### src/hw/rtl/tcs_pkg.sv
`default_nettype none

package tcs_pkg;

  // Block-wide sizes
  localparam int unsigned MaxSegBytesDef = 1024;
  localparam int unsigned PktHdrBytes    = 6;
  localparam int unsigned LenHiIdx       = 4;  // packet header byte holding length[15:8]
  localparam int unsigned LenLoIdx       = 5;  // packet header byte holding length[7:0]

  localparam int unsigned OffW  = 10;
  localparam int unsigned LenW  = 10;
  localparam int unsigned PlenW = 17;

  // Result queue
  localparam int unsigned FifoDepth = 4;
  localparam int unsigned FifoPtrW  = $clog2(FifoDepth);
  localparam int unsigned FifoCntW  = $clog2(FifoDepth + 1);

  typedef enum logic [1:0] {
    SEQ_CONT  = 2'd0,
    SEQ_FIRST = 2'd1,
    SEQ_LAST  = 2'd2,
    SEQ_UNSEG = 2'd3
  } tcs_seq_e;

  typedef enum logic {
    RK_DESC   = 1'b0,
    RK_STATUS = 1'b1
  } tcs_kind_e;

  typedef enum logic [2:0] {
    ST_OK          = 3'd0,
    ST_NO_DATA     = 3'd1,
    ST_FIRST_SHORT = 3'd2,
    ST_FIRST_WHOLE = 3'd3,
    ST_HDR_CUT     = 3'd4,
    ST_PKT_CUT     = 3'd5,
    ST_TOO_LONG    = 3'd6
  } tcs_status_e;

  typedef struct packed {
    tcs_kind_e         kind;
    logic [5:0]        channel_id;
    logic [1:0]        seq_flag;
    logic              opens_pkt;
    logic              closes_pkt;
    logic [OffW-1:0]   part_offset;
    logic [LenW-1:0]   part_length;
    logic [PlenW-1:0]  packet_length;
    tcs_status_e       status;
    logic              last_result;
  } tcs_result_t;

  // Zero, one or two results produced by one accepted byte, in order
  typedef struct packed {
    logic [1:0]  n;
    tcs_result_t r0;
    tcs_result_t r1;
  } tcs_push_t;

  typedef struct packed {
    logic [FifoCntW-1:0] count;
    logic                room;   // space for two more results
  } tcs_fifo_stat_t;

endpackage

`default_nettype wire

### src/hw/rtl/tcs_seg_parser.sv
`default_nettype none

module tcs_seg_parser
  import tcs_pkg::*;
#(
  parameter int unsigned MAX_SEG_BYTES = MaxSegBytesDef
) (
  input  wire logic       clk_i,
  input  wire logic       rst_ni,
  input  wire logic       accept_i,
  input  wire logic [7:0] seg_byte_i,
  input  wire logic       seg_last_i,
  output tcs_push_t       push_o
);

  localparam int unsigned CntW = $clog2(MAX_SEG_BYTES);
  localparam logic [CntW-1:0] MaxCnt = CntW'(MAX_SEG_BYTES - 1);

  logic              in_seg_q, in_seg_d;
  tcs_seq_e          flag_q, flag_d;
  logic [5:0]        chan_q, chan_d;
  logic [CntW-1:0]   dcnt_q, dcnt_d;
  logic [CntW-1:0]   pstart_q, pstart_d;
  logic [2:0]        hcnt_q, hcnt_d;
  logic [7:0]        lenhi_q, lenhi_d;
  logic [PlenW-1:0]  ptotal_q, ptotal_d;
  logic              toolong_q, toolong_d;

  logic              desc_a, desc_b;
  tcs_result_t       res_a, res_b, res_st;
  tcs_status_e       st;
  logic [PlenW-1:0]  span;

  function automatic tcs_result_t mk_res(tcs_kind_e kind, tcs_seq_e flag, logic [5:0] chan,
                                         logic sp, logic ep, logic [OffW-1:0] off,
                                         logic [LenW-1:0] len, logic [PlenW-1:0] plen,
                                         tcs_status_e s, logic last);
    tcs_result_t r;
    r.kind          = kind;
    r.channel_id    = chan;
    r.seq_flag      = flag;
    r.opens_pkt     = sp;
    r.closes_pkt    = ep;
    r.part_offset   = off;
    r.part_length   = len;
    r.packet_length = plen;
    r.status        = s;
    r.last_result   = last;
    return r;
  endfunction

  assign span = PlenW'(dcnt_q) - PlenW'(pstart_q) + PlenW'(1);

  always_comb begin
    in_seg_d  = in_seg_q;
    flag_d    = flag_q;
    chan_d    = chan_q;
    dcnt_d    = dcnt_q;
    pstart_d  = pstart_q;
    hcnt_d    = hcnt_q;
    lenhi_d   = lenhi_q;
    ptotal_d  = ptotal_q;
    toolong_d = toolong_q;
    desc_a    = 1'b0;
    desc_b    = 1'b0;
    st        = ST_OK;
    res_a     = '0;
    res_b     = '0;
    res_st    = '0;
    push_o    = '0;

    if (accept_i) begin
      if (!in_seg_q) begin
        // header byte opens a new segment
        flag_d    = tcs_seq_e'(seg_byte_i[7:6]);
        chan_d    = seg_byte_i[5:0];
        dcnt_d    = '0;
        pstart_d  = '0;
        hcnt_d    = '0;
        lenhi_d   = '0;
        ptotal_d  = '0;
        toolong_d = 1'b0;
        if (seg_last_i) begin
          push_o.n  = 2'd1;
          push_o.r0 = mk_res(RK_STATUS, flag_d, chan_d, 1'b0, 1'b0, '0, '0, '0,
                             ST_NO_DATA, 1'b1);
        end else begin
          in_seg_d = 1'b1;
        end
      end else begin
        if (dcnt_q >= MaxCnt) begin
          toolong_d = 1'b1;
        end else begin
          dcnt_d = dcnt_q + CntW'(1);
          if (!toolong_q && (flag_q == SEQ_UNSEG || flag_q == SEQ_FIRST)) begin
            if (hcnt_q < 3'(PktHdrBytes)) begin
              if (hcnt_q == 3'd0) pstart_d = dcnt_q;
              if (hcnt_q == 3'(LenHiIdx)) lenhi_d = seg_byte_i;
              if (hcnt_q == 3'(LenLoIdx)) begin
                ptotal_d = PlenW'(PktHdrBytes + 1) + PlenW'({lenhi_q, seg_byte_i});
              end
              hcnt_d = hcnt_q + 3'd1;
            end else if (flag_q == SEQ_UNSEG && span == ptotal_q) begin
              desc_a = 1'b1;
              hcnt_d = 3'd0;
            end
          end
        end

        res_a = mk_res(RK_DESC, flag_q, chan_q, 1'b1, 1'b1, OffW'(pstart_q),
                       LenW'(ptotal_q), ptotal_q, ST_OK, !seg_last_i);

        if (seg_last_i) begin
          if (flag_q == SEQ_UNSEG) begin
            if (toolong_d)                       st = ST_TOO_LONG;
            else if (hcnt_d == 3'd0)             st = ST_OK;
            else if (hcnt_d < 3'(PktHdrBytes))   st = ST_HDR_CUT;
            else                                 st = ST_PKT_CUT;
          end else if (toolong_d) begin
            st = ST_TOO_LONG;
          end else if (flag_q == SEQ_FIRST) begin
            if (dcnt_d < CntW'(PktHdrBytes)) begin
              st = ST_FIRST_SHORT;
            end else if (ptotal_d <= PlenW'(dcnt_d)) begin
              st = ST_FIRST_WHOLE;
            end else begin
              desc_b = 1'b1;
              res_b  = mk_res(RK_DESC, flag_q, chan_q, 1'b1, 1'b0, '0, LenW'(dcnt_d),
                              ptotal_d, ST_OK, 1'b0);
            end
          end else begin
            desc_b = 1'b1;
            res_b  = mk_res(RK_DESC, flag_q, chan_q, 1'b0, flag_q == SEQ_LAST, '0,
                            LenW'(dcnt_d), '0, ST_OK, 1'b0);
          end
          res_st = mk_res(RK_STATUS, flag_q, chan_q, 1'b0, 1'b0, '0, LenW'(dcnt_d), '0,
                          st, 1'b1);
          // segment done
          in_seg_d  = 1'b0;
          dcnt_d    = '0;
          pstart_d  = '0;
          hcnt_d    = '0;
          lenhi_d   = '0;
          ptotal_d  = '0;
          toolong_d = 1'b0;
        end

        if (desc_a || desc_b) begin
          push_o.r0 = desc_a ? res_a : res_b;
          push_o.r1 = res_st;
          push_o.n  = seg_last_i ? 2'd2 : 2'd1;
        end else if (seg_last_i) begin
          push_o.r0 = res_st;
          push_o.n  = 2'd1;
        end
      end
    end
  end

  always_ff @(posedge clk_i or negedge rst_ni) begin
    if (!rst_ni) begin
      in_seg_q  <= 1'b0;
      flag_q    <= SEQ_CONT;
      chan_q    <= '0;
      dcnt_q    <= '0;
      pstart_q  <= '0;
      hcnt_q    <= '0;
      lenhi_q   <= '0;
      ptotal_q  <= '0;
      toolong_q <= 1'b0;
    end else begin
      in_seg_q  <= in_seg_d;
      flag_q    <= flag_d;
      chan_q    <= chan_d;
      dcnt_q    <= dcnt_d;
      pstart_q  <= pstart_d;
      hcnt_q    <= hcnt_d;
      lenhi_q   <= lenhi_d;
      ptotal_q  <= ptotal_d;
      toolong_q <= toolong_d;
    end
  end

endmodule

`default_nettype wire

### src/hw/rtl/tcs_result_fifo.sv
`default_nettype none

module tcs_result_fifo
  import tcs_pkg::*;
(
  input  wire logic  clk_i,
  input  wire logic  rst_ni,
  input  wire tcs_push_t push_i,
  output logic       out_valid_o,
  input  wire logic  out_stall_i,
  output tcs_result_t out_res_o,
  output tcs_fifo_stat_t stat_o
);

  tcs_result_t           mem_q [FifoDepth];
  logic [FifoPtrW-1:0]   wptr_q, wptr_d;
  logic [FifoPtrW-1:0]   rptr_q, rptr_d;
  logic [FifoCntW-1:0]   cnt_q, cnt_d;
  logic [FifoPtrW-1:0]   wptr_nxt;
  logic                  pop;

  assign pop         = (cnt_q != '0) && !out_stall_i;
  assign wptr_nxt    = wptr_q + FifoPtrW'(1);
  assign wptr_d      = wptr_q + FifoPtrW'(push_i.n);
  assign rptr_d      = pop ? rptr_q + FifoPtrW'(1) : rptr_q;
  assign cnt_d       = cnt_q + FifoCntW'(push_i.n) - FifoCntW'(pop);

  assign out_valid_o  = (cnt_q != '0);
  assign out_res_o    = mem_q[rptr_q];
  assign stat_o.count = cnt_q;
  assign stat_o.room  = (cnt_q <= FifoCntW'(FifoDepth - 2));

  always_ff @(posedge clk_i) begin
    if (push_i.n != 2'd0) mem_q[wptr_q] <= push_i.r0;
    if (push_i.n == 2'd2) mem_q[wptr_nxt] <= push_i.r1;
  end

  always_ff @(posedge clk_i or negedge rst_ni) begin
    if (!rst_ni) begin
      wptr_q <= '0;
      rptr_q <= '0;
      cnt_q  <= '0;
    end else begin
      wptr_q <= wptr_d;
      rptr_q <= rptr_d;
      cnt_q  <= cnt_d;
    end
  end

endmodule

`default_nettype wire

### src/hw/rtl/tc_segment_packet_splitter_unit.sv
`default_nettype none
// Telecommand segment splitter.
// Input channel: one segment byte per transaction (seg_byte_i, seg_last_i),
// header byte first, seg_last_i on the final byte. A transaction completes
// on a rising edge with in_valid_i high and in_stall_o low.
// Output channel: result transactions (part descriptors and one status per
// segment) under out_valid_o / out_stall_i; last_result_o marks the final
// result caused by one input byte.
// Results are registered: each result is written into the result queue on
// the edge that takes the byte causing it; a second result from the same
// byte is queued directly behind it.
// Throughput: one byte per cycle. Each byte gives at most two results, which
// go into a 4-entry result queue; in_stall_o rises while the queue holds
// more than two results, so the output drain rate sets the input rate when
// the receiver stalls or a byte produces two results.
// Receiver stall: queued results hold on the output unchanged until taken.
// Reset: asynchronous, active low; the queue empties and the parser waits
// for a header byte. No clearing pass is needed.
module tc_segment_packet_splitter_unit
  import tcs_pkg::*;
#(
  parameter int unsigned MAX_SEG_BYTES = MaxSegBytesDef
) (
  input  wire logic         clk_i,
  input  wire logic         rst_ni,
  input  wire logic         in_valid_i,
  output logic              in_stall_o,
  input  wire logic [7:0]   seg_byte_i,
  input  wire logic         seg_last_i,
  output logic              out_valid_o,
  input  wire logic         out_stall_i,
  output logic              result_kind_o,
  output logic [5:0]        channel_id_o,
  output logic [1:0]        seq_flag_o,
  output logic              opens_pkt_o,
  output logic              closes_pkt_o,
  output logic [OffW-1:0]   part_offset_o,
  output logic [LenW-1:0]   part_length_o,
  output logic [PlenW-1:0]  packet_length_o,
  output logic [2:0]        status_o,
  output logic              last_result_o
);

  logic           accept;
  tcs_push_t      push;
  tcs_result_t    res;
  tcs_fifo_stat_t fstat;

  // Take a byte only when the queue can absorb both results it may cause
  assign in_stall_o = !fstat.room;
  assign accept     = in_valid_i && !in_stall_o;

  tcs_seg_parser #(
    .MAX_SEG_BYTES(MAX_SEG_BYTES)
  ) u_parser (
    .clk_i      (clk_i),
    .rst_ni     (rst_ni),
    .accept_i   (accept),
    .seg_byte_i (seg_byte_i),
    .seg_last_i (seg_last_i),
    .push_o     (push)
  );

  tcs_result_fifo u_fifo (
    .clk_i       (clk_i),
    .rst_ni      (rst_ni),
    .push_i      (push),
    .out_valid_o (out_valid_o),
    .out_stall_i (out_stall_i),
    .out_res_o   (res),
    .stat_o      (fstat)
  );

  assign result_kind_o   = res.kind;
  assign channel_id_o    = res.channel_id;
  assign seq_flag_o      = res.seq_flag;
  assign opens_pkt_o     = res.opens_pkt;
  assign closes_pkt_o    = res.closes_pkt;
  assign part_offset_o   = res.part_offset;
  assign part_length_o   = res.part_length;
  assign packet_length_o = res.packet_length;
  assign status_o        = res.status;
  assign last_result_o   = res.last_result;

  // Queue never overfills
  assert property (@(posedge clk_i) disable iff (!rst_ni)
    (push.n != 2'd0) |-> (int'(fstat.count) + int'(push.n) <= FifoDepth))
    else $error("result queue overflow");

  // Results come only from accepted bytes
  assert property (@(posedge clk_i) disable iff (!rst_ni)
    !accept |-> (push.n == 2'd0))
    else $error("result without accepted byte");

  // A status result always closes the results of its byte
  assert property (@(posedge clk_i) disable iff (!rst_ni)
    (out_valid_o && result_kind_o == RK_STATUS) |-> last_result_o)
    else $error("status result not marked last");

  // Descriptors carry no error code
  assert property (@(posedge clk_i) disable iff (!rst_ni)
    (out_valid_o && result_kind_o == RK_DESC) |-> (status_o == ST_OK))
    else $error("descriptor with error status");

endmodule

`default_nettype wire
### config.mk
export PLATFORM = sky130hd
export DESIGN_NAME = tc_segment_packet_splitter_unit
export DESIGN_NICKNAME = d
export VERILOG_FILES = /design/src/hw/rtl/tcs_pkg.sv /design/src/hw/rtl/tcs_seg_parser.sv /design/src/hw/rtl/tcs_result_fifo.sv /design/src/hw/rtl/tc_segment_packet_splitter_unit.sv
export SDC_FILE = /design/constraint.sdc
export NUM_CORES = 1
export LEC_CHECK = 0
export ABC_CLOCK_PERIOD_IN_PS = 10700
export BUFFER_PORTS_ARGS = -buffer_cell sky130_fd_sc_hd__buf_2
export CORE_ASPECT_RATIO = 1.2
export CORE_UTILIZATION = 55
export DETAILED_ROUTE_END_ITERATION = 8
export PLACE_DENSITY = 0.73
export SYNTH_ARGS = -nofsm -noshare
export SYNTH_HDL_FRONTEND = slang
export SYNTH_SLANG_ARGS = --single-unit
### constraint.sdc
create_clock -name clk_i -period 10.7 [get_ports clk_i]
set_input_delay 0.535 -clock clk_i [delete_from_list [all_inputs] [get_ports clk_i]]
set_output_delay 0.535 -clock clk_i [all_outputs]
set_load 0.02 [all_outputs]
==> impl_summary.txt, run 1 <==
----------------------------------------------------
[Worst hold path]
  Path type of the worst min-delay path ... input pin to asynchronous set/reset pin

[Synthesis]
  Summed instance area of the synthesized netlist ... approximately 14000 sq um
  Leading post-synthesis cells by cell area ... sky130_fd_sc_hd__edfxtp_1 20%, sky130_fd_sc_hd__dfxtp_1 16%, sky130_fd_sc_hd__dfrtp_1 11%
  Adder-cell share of the synthesized area ... just over 3%
  Count of warnings emitted by yosys ... 0
  Proportion of netlist area held by the largest area contributor ... between 10% and 20%
  Share of the synthesized area in compound gates (AO/OA/AOI/OAI) ... 17.7%
  Combinational family with the most area after synthesis ... compound AO/OA/AOI/OAI gates
  Count of different cell masters after synthesis ... 83
  Number of enable flip-flop cells after synthesis ... 92
  Post-synthesis sequential area ratio ... 47.4%
  Xor-xnor portion of the synthesized cell area ... ~2.6%
  Proportion of synthesized flip-flops having asynchronous set or reset ... 23.8%
  Ys flop type ... sky130_fd_sc_hd__dfxtp_1
  Mux share of post-synthesis cell area ... 9.76%
  Post-Syn Nets ... 1499
  Synth area leader ... sky130_fd_sc_hd__edfxtp_1
  Number of storage elements in the synthesis netlist ... approximately 270
  Area fraction in and, or, nand and nor cells after synthesis ... 15.4%
  Cells after synthesis ... 1452
  Mean post-synth cell area ... just under 10 sq um

[Critical path]
  Sequence of cells on the critical path ... ha_1 > nand4_1 > o31a_1 > nand3_1 > o21ai_0 > ha_1 > and3_1 > and2_1 > nand4_1 > o21ai_0 > a21oi_1 > a21oi_1 > o21a_1 > o21ai_2 > ha_1 > nand2_1 > nand2_1 > nand2_1 > inv_1 > a21oi_1 > nor2_1 > nor2_2 > inv_1
  Worst reg-to-reg setup slack ... 3150 ps
  Max Fanout on Critical Path ... 27
  FF-to-FF End ... u_fifo.mem_q[2][0]$_DFFE_PP_
  Cells on worst reg2reg path ... 23
  WP buf/inv ... 2
  Source of the worst register-to-register timing path ... u_parser.dcnt_q[1]$_DFFE_PN0P_
  Data required time at the worst endpoint ... 10860 ps
  Category of cells accounting for the largest share of critical-path delay ... simple AND/OR/NAND/NOR gates
  Crit Path Class ... register to register
  Setup crit end kind ... register
  Worst setup SP type ... register
  Longest individual stage delay on the worst path ... 810 ps
  Crit path max-delay cell type ... sky130_fd_sc_hd__inv_1
  Arrival @ worst endpoint ... 7710 ps

[Floorplanning]
  Floorplan die area ... between 20000 and 30000 sq um
  Top-level I/O count ... 67
  Vertical extent of the die ... 178 um
  Standard-cell row count ... 63
  Horiz. Die Dim ... 148 um
  Initial cell density of the core ... 56.6%
  Area of the core region ... about 25000 sq um

[Timing]
  Final Hold Violating Endpoints ... 0
  RSZ-0062 raised after global routing ... false
  Setup TNS ... 0 ps
  Number of setup violations in the final report ... 0
  Fin. max-slew vios ... 0
  Worst-margin pin slew ... 1070 ps
  Maximum clock rate ... 0.132 GHz
  Minimum clock period ... 7550 ps
  Slew margin rel. ... 28.4%
  Final clock skew ... 11.6 ps
  Period utilisation layout ... a little over two thirds

[CTS]
  # Post-CTS Setup Buffers ... 0
  Clock Sinks ... about 270
  Clock-pin slew on the worst setup and hold paths ... 60 ps
  Number of hold-repair buffers added at the cts stage ... 0
  Number of instances resized during post-cts repair ... 0
  Number of H-tree levels ... 1
  CTS tree ... yes
  Deepest clock path buffer count ... 3
  CTS Root Buffer Type ... sky130_fd_sc_hd__clkbuf_16
  Clk_lat worst skew ... ~540 ps
  TritonCTS Buffers ... 27

[Job]
  Max_cap viols ... 0

[Placed design]
  Placed wire-length estimate after detailed placement ... 27.8 mm
  Count of input and output buffers ... 66
  Placer Congestion ... 0.925

[Power and ir drop]
  Clock Power Share ... between 30 and 40%
  Combinational Power Share ... 30.1%
  Total internal power ... 2.07 mW
  Pwr Density ... 206 nW/um^2
  Highest ir drop seen on vdd ... ~0.00012 V
  Sequential fraction of design power ... 39.8%
  Static Leakage ... 5.73 nW
  Proportion of total power due to net switching ... 35.5%
  Psw ... ~1.1 mW
  Total power ... roughly 3.2 mW

[Detailed routing]
  Routed wire per std cell ... 22.1 um
  Iter 0 DRT Violations ... 1158
  Vias after detailed routing ... 11700
  Residual DRC ... 0
  Total wire length after detailed routing ... 40.4 mm
  Routed via count divided by cell count ... about 6.4
  Detail Route Antenna Nets ... 0
  Detailed Routing Iterations Pass 1 ... 5

[Status]
  Outcome ... finished clean

[Global route]
  Overflow left after global routing ... 0
  Largest net degree at the start of global routing ... 66
  Overall fraction of global-route tracks in use ... 31.4%
  Wire length of the first global-routing pass ... 63.3 mm
  Via count of the first global-routing pass ... 11400
  Initial antenna violation count ... 0

[Layout]
  Layout area overhead ... 9.98%
  Final design utilization ... 62.3%
  Fin nets ... around 1500
  Fraction of layout instances using a drive strength above 1 ... 15.4%
  Highest-count cells in the layout ignoring fill and taps ... 253 x sky130_fd_sc_hd__nand2_1, 182 x sky130_fd_sc_hd__o21ai_0, 116 x sky130_fd_sc_hd__dfxtp_1
  Leading cell type in the layout, fill and taps excluded ... sky130_fd_sc_hd__nand2_1
  Number of inserted diodes ... 0

----------------------------------------------------
-- area by class of cell --
type,count,area [sq um]
fillers,2027,9430
multi-input cells,1040,6890
flip-flops and latches,273,6710
clock buffers,33,751
repair buffers,83,458
well taps,325,407
inverters,54,203
clock inverters,15,143
-- logic make-up (layout without fill, tap and decap cells) --
group	after synthesis	after routing
simple gates	483	483
compound gates	410	410
flops	273	273
buf+inv	139	185
mux	71	71
xor+xnor	42	42
fa+ha+maj	34	34
-- cell usage after synthesis (all sizes together), types with 3 or more instances --
cell type / number
a21oi: 35
nand2b: 9
a2111oi: 3
ha: 32
mux4: 52
o211ai: 4
a22oi: 6
nor2: 97
edfxtp: 92
inv: 53
a311oi: 3
o2bb2ai: 5
a31oi: 28
a2bb2oi: 4
nor2b: 8
nand3: 36
nand2: 253
clkbuf: 64
mux2i: 6
nand4: 13
a2111o: 3
o21a: 5
nor3: 20
a211oi: 7
a21o: 7
o31ai: 6
or3: 4
buf: 21
nor4: 3
nor4b: 3
or2: 4
a22o: 5
and4: 3
dfrtp: 65
and2: 10
xor2: 17
o21ai: 214
mux2: 13
xnor2: 25
o22ai: 52
dfxtp: 116
a32o: 4
and3: 11
-- per-stage QoR --
step	setup WS [ps]	cell area (sq um)	cells	hold slack, ps
2_1_floorplan	4810	14100	1452	239
3_3_place_gp	3540	14700	1775	420
3_5_place_dp	3380	14700	1775	435
4_1_cts	3330	15600	1823	218
5_1_grt	2560	15600	1823	267
6_report	3150	15600	1823	188
-- worst max path at each step --
stage               slack [ps]  cells past startpoint                      startpoint                            end
floorplan                 4810                     28  u_parser.dcnt_q[2]$_DFFE_PN0P_   u_fifo.mem_q[0][0]$_DFFE_PP_
global placement          3540                     23  u_parser.dcnt_q[1]$_DFFE_PN0P_  u_fifo.mem_q[2][51]$_DFFE_PP_
detailed placement        3380                     23  u_parser.dcnt_q[1]$_DFFE_PN0P_   u_fifo.mem_q[2][2]$_DFFE_PP_
CTS                       3330                     23  u_parser.dcnt_q[1]$_DFFE_PN0P_  u_fifo.mem_q[2][43]$_DFFE_PP_
global route              2560                     23  u_parser.dcnt_q[1]$_DFFE_PN0P_  u_fifo.mem_q[1][23]$_DFFE_PP_
finish                    3150                     23  u_parser.dcnt_q[1]$_DFFE_PN0P_   u_fifo.mem_q[2][0]$_DFFE_PP_
-- layer usage --
layer  part of all wire [%]  global-route usage, %  routed length (um)
met4                    4.2                   14.7                1680
met3                    7.6                   4.32                3070
met5                      0                      0                   0
met1                     40                   40.0               16000
met2                     49                   52.7               19600
-- power groups by stage --
stage | combinational, mW | clock [mW] | sequential, mW
after global placement | 0.948 | 0 | 1.29
final | 0.965 | 0.963 | 1.28
after global routing | 1.05 | 1.01 | 1.29
after floorplan | 0.754 | 0 | 1.22
after detailed placement | 0.959 | 0 | 1.29
after CTS | 0.964 | 0.970 | 1.27
-- registers in the layout, indices dropped and copies added (netlist names), 3 cells and up --
name / flops
u_parser.ptotal_q: 17
u_parser.dcnt_q: 10
u_parser.lenhi_q: 8
u_parser.pstart_q: 10
u_parser.hcnt_q: 3
u_fifo.cnt_q: 3
u_fifo.mem_q: 208
u_parser.chan_q: 6
No activity file was read; power rests on OpenSTA's default activity.
==> inputs of run 2 (changes only) <==
--- a/config.mk
+++ b/config.mk
@@ -5,12 +5,12 @@
 export SDC_FILE = /design/constraint.sdc
 export NUM_CORES = 1
 export LEC_CHECK = 0
-export ABC_CLOCK_PERIOD_IN_PS = 10700
+export ABC_CLOCK_PERIOD_IN_PS = 6130
 export BUFFER_PORTS_ARGS = -buffer_cell sky130_fd_sc_hd__buf_2
 export CORE_ASPECT_RATIO = 1.2
 export CORE_UTILIZATION = 55
 export DETAILED_ROUTE_END_ITERATION = 8
-export PLACE_DENSITY = 0.73
+export PLACE_DENSITY = 0.75
 export SYNTH_ARGS = -nofsm -noshare
 export SYNTH_HDL_FRONTEND = slang
 export SYNTH_SLANG_ARGS = --single-unit
==> constraint.sdc (replaced) <==
create_clock -name clk_i -period 6.13 [get_ports clk_i]
set_input_delay 0.3065 -clock clk_i [delete_from_list [all_inputs] [get_ports clk_i]]
set_output_delay 0.3065 -clock clk_i [all_outputs]
set_load 0.02 [all_outputs]
==> impl_summary.txt, run 2 (synthesis results as in run 1) <==
----------------------------------------------------
[Critical path]
  Worst reg-to-reg setup slack ... 480 ps (was 3150 ps)
  Data required time at the worst endpoint ... 6590 ps (was 10860 ps)
  Longest individual stage delay on the worst path ... 490 ps (was 810 ps)
  Path length in cells of the critical path ... 24 (was 23)
  Sequence of cells on the critical path ... inv_1 > ha_1 > fa_1 > nand2b_1 > a21oi_1 > xor2_1 > and3_1 > nand3_1 > a2111o_1 > nor3_2 > a2111o_2 > o21ai_2 > ha_1 > nand2_1 > nand2_1 > nand2_1 > inv_1 > a21oi_1 > nor3_1 > buf_4 > nor2_2 > buf_4 > nand2_1 > o21ai_0 (was ha_1 > nand4_1 > o31a_1 > nand3_1 > o21ai_0 > ha_1 > and3_1 > and2_1 > nand4_1 > o21ai_0 > a21oi_1 > a21oi_1 > o21a_1 > o21ai_2 > ha_1 > nand2_1 > nand2_1 > nand2_1 > inv_1 > a21oi_1 > nor2_1 > nor2_2 > inv_1)
  Arrival @ worst endpoint ... 6110 ps (was 7710 ps)
  Most frequent cell on the critical path ... sky130_fd_sc_hd__nand2_1
  FF-to-FF End ... u_fifo.mem_q[0][6]$_SDFFE_PP0P_ (was u_fifo.mem_q[2][0]$_DFFE_PP_)
  WP buf/inv ... 4 (was 2)
  Crit Path Class ... register to register (unchanged)
  Cells on worst reg2reg path ... 24 (was 23)
  Setup crit end kind ... register (unchanged)
  Crit path max-delay cell type ... sky130_fd_sc_hd__fa_1 (was sky130_fd_sc_hd__inv_1)
  Source of the worst register-to-register timing path ... u_parser.dcnt_q[0]$_DFFE_PN0P_ (was u_parser.dcnt_q[1]$_DFFE_PN0P_)
  Category of cells accounting for the largest share of critical-path delay ... simple AND/OR/NAND/NOR gates (unchanged)
  Max Fanout on Critical Path ... 29 (was 27)
  Worst setup SP type ... register (unchanged)

[Floorplanning]
  Floorplan die area ... 26400 sq um (unchanged)
  Area of the core region ... 25000 sq um (unchanged)
  Top-level I/O count ... 67 (unchanged)
  Standard-cell row count ... 63 (unchanged)
  Vertical extent of the die ... 178 um (unchanged)
  Initial cell density of the core ... 56.6% (unchanged)
  Horiz. Die Dim ... 148 um (unchanged)

[Timing]
  Setup TNS ... 0 ps (unchanged)
  Number of setup violations in the final report ... 0 (unchanged)
  Period utilisation layout ... 92.2% (was 70.6%)
  Fin. max-slew vios ... 0 (unchanged)
  Minimum clock period ... 5650 ps (was 7550 ps)
  Maximum clock rate ... 0.177 GHz (was 0.132 GHz)
  Final Hold Violating Endpoints ... 45 (was 0)
  Worst-margin pin slew ... 1000 ps (was 1070 ps)
  Slew margin rel. ... 32.8% (was 28.4%)
  Final clock skew ... 11.6 ps (about the same)
  RSZ-0062 raised after global routing ... false (unchanged)
  Worst hold-check slack ... -30.8 ps (was 188 ps)

[Detailed routing]
  Iter 0 DRT Violations ... 1003 (was 1158)
  Detail Route Antenna Nets ... 0 (unchanged)
  Routed wire per std cell ... 21.3 um (was 22.1 um)
  Total wire length after detailed routing ... 39.5 mm (was 40.4 mm)
  Residual DRC ... 0 (unchanged)
  Detailed Routing Iterations Pass 1 ... 5 (unchanged)
  Routed via count divided by cell count ... 6.37 (was 6.39)
  Vias after detailed routing ... 11800 (was 11700)

[Global route]
  Largest net degree at the start of global routing ... 66 (unchanged)
  Overall fraction of global-route tracks in use ... 30.5% (was 31.4%)
  Wire length of the first global-routing pass ... 61.9 mm (was 63.3 mm)
  Overflow left after global routing ... 0 (unchanged)
  Initial antenna violation count ... 2 (was 0)
  Via count of the first global-routing pass ... 11400 (about the same)

[Placed design]
  Placed wire-length estimate after detailed placement ... 27.5 mm (was 27.8 mm)
  Standard cell area after detailed placement ... 14900 sq um (was 14700 sq um)
  Number of placed instances with taps included ... 1801 (was 1775)
  Count of input and output buffers ... 66 (unchanged)
  Placer Congestion ... 0.937 (was 0.925)

[Layout]
  Largest registers in the final layout ... u_fifo.mem_q (208), u_parser.ptotal_q (17) (unchanged)
  Leading cell type in the layout, fill and taps excluded ... sky130_fd_sc_hd__nand2_1 (unchanged)
  Flip-flop count of the largest register, all copies and words added ... 208 (unchanged)
  Combined flip-flop and latch cell area ... 6710 sq um (unchanged)
  Non-filler instance count after layout ... 1851 (was 1823)
  Final design area excluding fillers ... 15800 sq um (was 15600 sq um)
  Largest register by flop count ... u_fifo.mem_q (unchanged)
  Layout area overhead ... 11.4% (was 9.98%)
  Combined area of the multi-input logic cells ... 6900 sq um (was 6890 sq um)
  Number of fill cells ... 1991 (was 2027)
  Fin nets ... 1551 (was 1526)
  Highest-count cells in the layout ignoring fill and taps ... 253 x sky130_fd_sc_hd__nand2_1, 182 x sky130_fd_sc_hd__o21ai_0, 116 x sky130_fd_sc_hd__dfxtp_1 (unchanged)
  Fraction of layout instances using a drive strength above 1 ... 16.9% (was 15.4%)

[CTS]
  Clock-pin slew on the worst setup and hold paths ... 70 ps (was 60 ps)
  Deepest clock path buffer count ... 3 (unchanged)
  # Post-CTS Setup Buffers ... 0 (unchanged)
  Clk_lat worst skew ... 540 ps (about the same)
  CTS Root Buffer Type ... sky130_fd_sc_hd__clkbuf_16 (unchanged)
  CTS tree ... yes (unchanged)
  Number of H-tree levels ... 1 (unchanged)
  TritonCTS Buffers ... 26 (was 27)
  Clock Sinks ... 273 (unchanged)
  Number of hold-repair buffers added at the cts stage ... 0 (unchanged)

[Status]
  Violated checks ... negative hold slack
  Outcome ... finished with violations (was finished clean)

[Power and ir drop]
  Highest ir drop seen on vdd ... 0.000264 V (was 0.000123 V)
  Pwr Density ... 353 nW/um^2 (was 206 nW/um^2)
  Total power ... 5.56 mW (was 3.20 mW)
  Static Leakage ... 5.84 nW (was 5.73 nW)

[Job]
  Max_cap viols ... 0 (unchanged)

[Worst hold path]
  Path type of the worst min-delay path ... input pin to asynchronous set/reset pin (unchanged)

----------------------------------------------------
-- run 2: cell types whose count changed in the layout (fill, tap and decap cells not counted), sizes merged --
| cell | before | now |
|---|---|---|
| clkinv | 7 | 8 |
| buf | 83 | 109 |
| diode | 0 | 2 |
| inv | 56 | 55 |
-- run 2: what timing repair did --
action,CTS,global route
hold endpoints to repair,0,0
setup endpoints to repair,0,57
resized for setup,0,4
-- run 2: layout make-up --
cell class	instances	share of cell area [%]
Clock buffer	33	4.68
Clock inverter	15	0.889
Timing Repair Buffer	109	4.14
Tap cell	325	2.58
Multi-Input combinational cell	1040	43.8
Sequential cell	273	42.6
Inverter	54	1.29
Antenna cell	2	0.0318
-- run 2: routing by layer --
layer | vias to the layer above | global-route usage (%) | part of all wire (%) | wire, um
met5 | - | 0 | 0 | 0
met4 | 0 | 15.4 | 4.8 | 1880
met3 | 109 | 3.44 | 7.5 | 2960
met2 | 552 | 52.1 | 49 | 19300
met1 | 5724 | 38.2 | 39 | 15400
li1 | 5403 | - | - | -
-- run 2: worst max-delay path by stage --
stage	startpoint	endpoint	slack, ps
2_1_floorplan	u_parser.dcnt_q[2]$_DFFE_PN0P_	u_fifo.mem_q[0][0]$_DFFE_PP_	240
3_3_place_gp	u_parser.dcnt_q[0]$_DFFE_PN0P_	u_fifo.mem_q[3][17]$_SDFFE_PP0N_	640
3_5_place_dp	u_parser.dcnt_q[0]$_DFFE_PN0P_	u_fifo.mem_q[3][17]$_SDFFE_PP0N_	420
4_1_cts	u_parser.dcnt_q[0]$_DFFE_PN0P_	u_fifo.mem_q[3][17]$_SDFFE_PP0N_	380
5_1_grt	u_parser.dcnt_q[0]$_DFFE_PN0P_	u_fifo.mem_q[0][31]$_SDFFE_PP0P_	0.2
6_report	u_parser.dcnt_q[0]$_DFFE_PN0P_	u_fifo.mem_q[0][6]$_SDFFE_PP0P_	480
-- run 2: power by group --
part / leakage (nW) / internal [mW] / switching [mW] / total, mW
clock: 0.422 / 0.939 / 0.705 / 1.64
sequential: 2.70 / 2.01 / 0.189 / 2.20
combinational: 2.72 / 0.655 / 1.06 / 1.72
-- run 2: through the flow --
stage	hold WS (ps)	util, %	worst slack (ps)
floorplan	10.9	-	242
global placement	423	59.5	635
detailed placement	439	59.5	416
CTS	1.54	63.0	384
global route	47.5	63.1	0.232
finish	-30.8	63.1	476
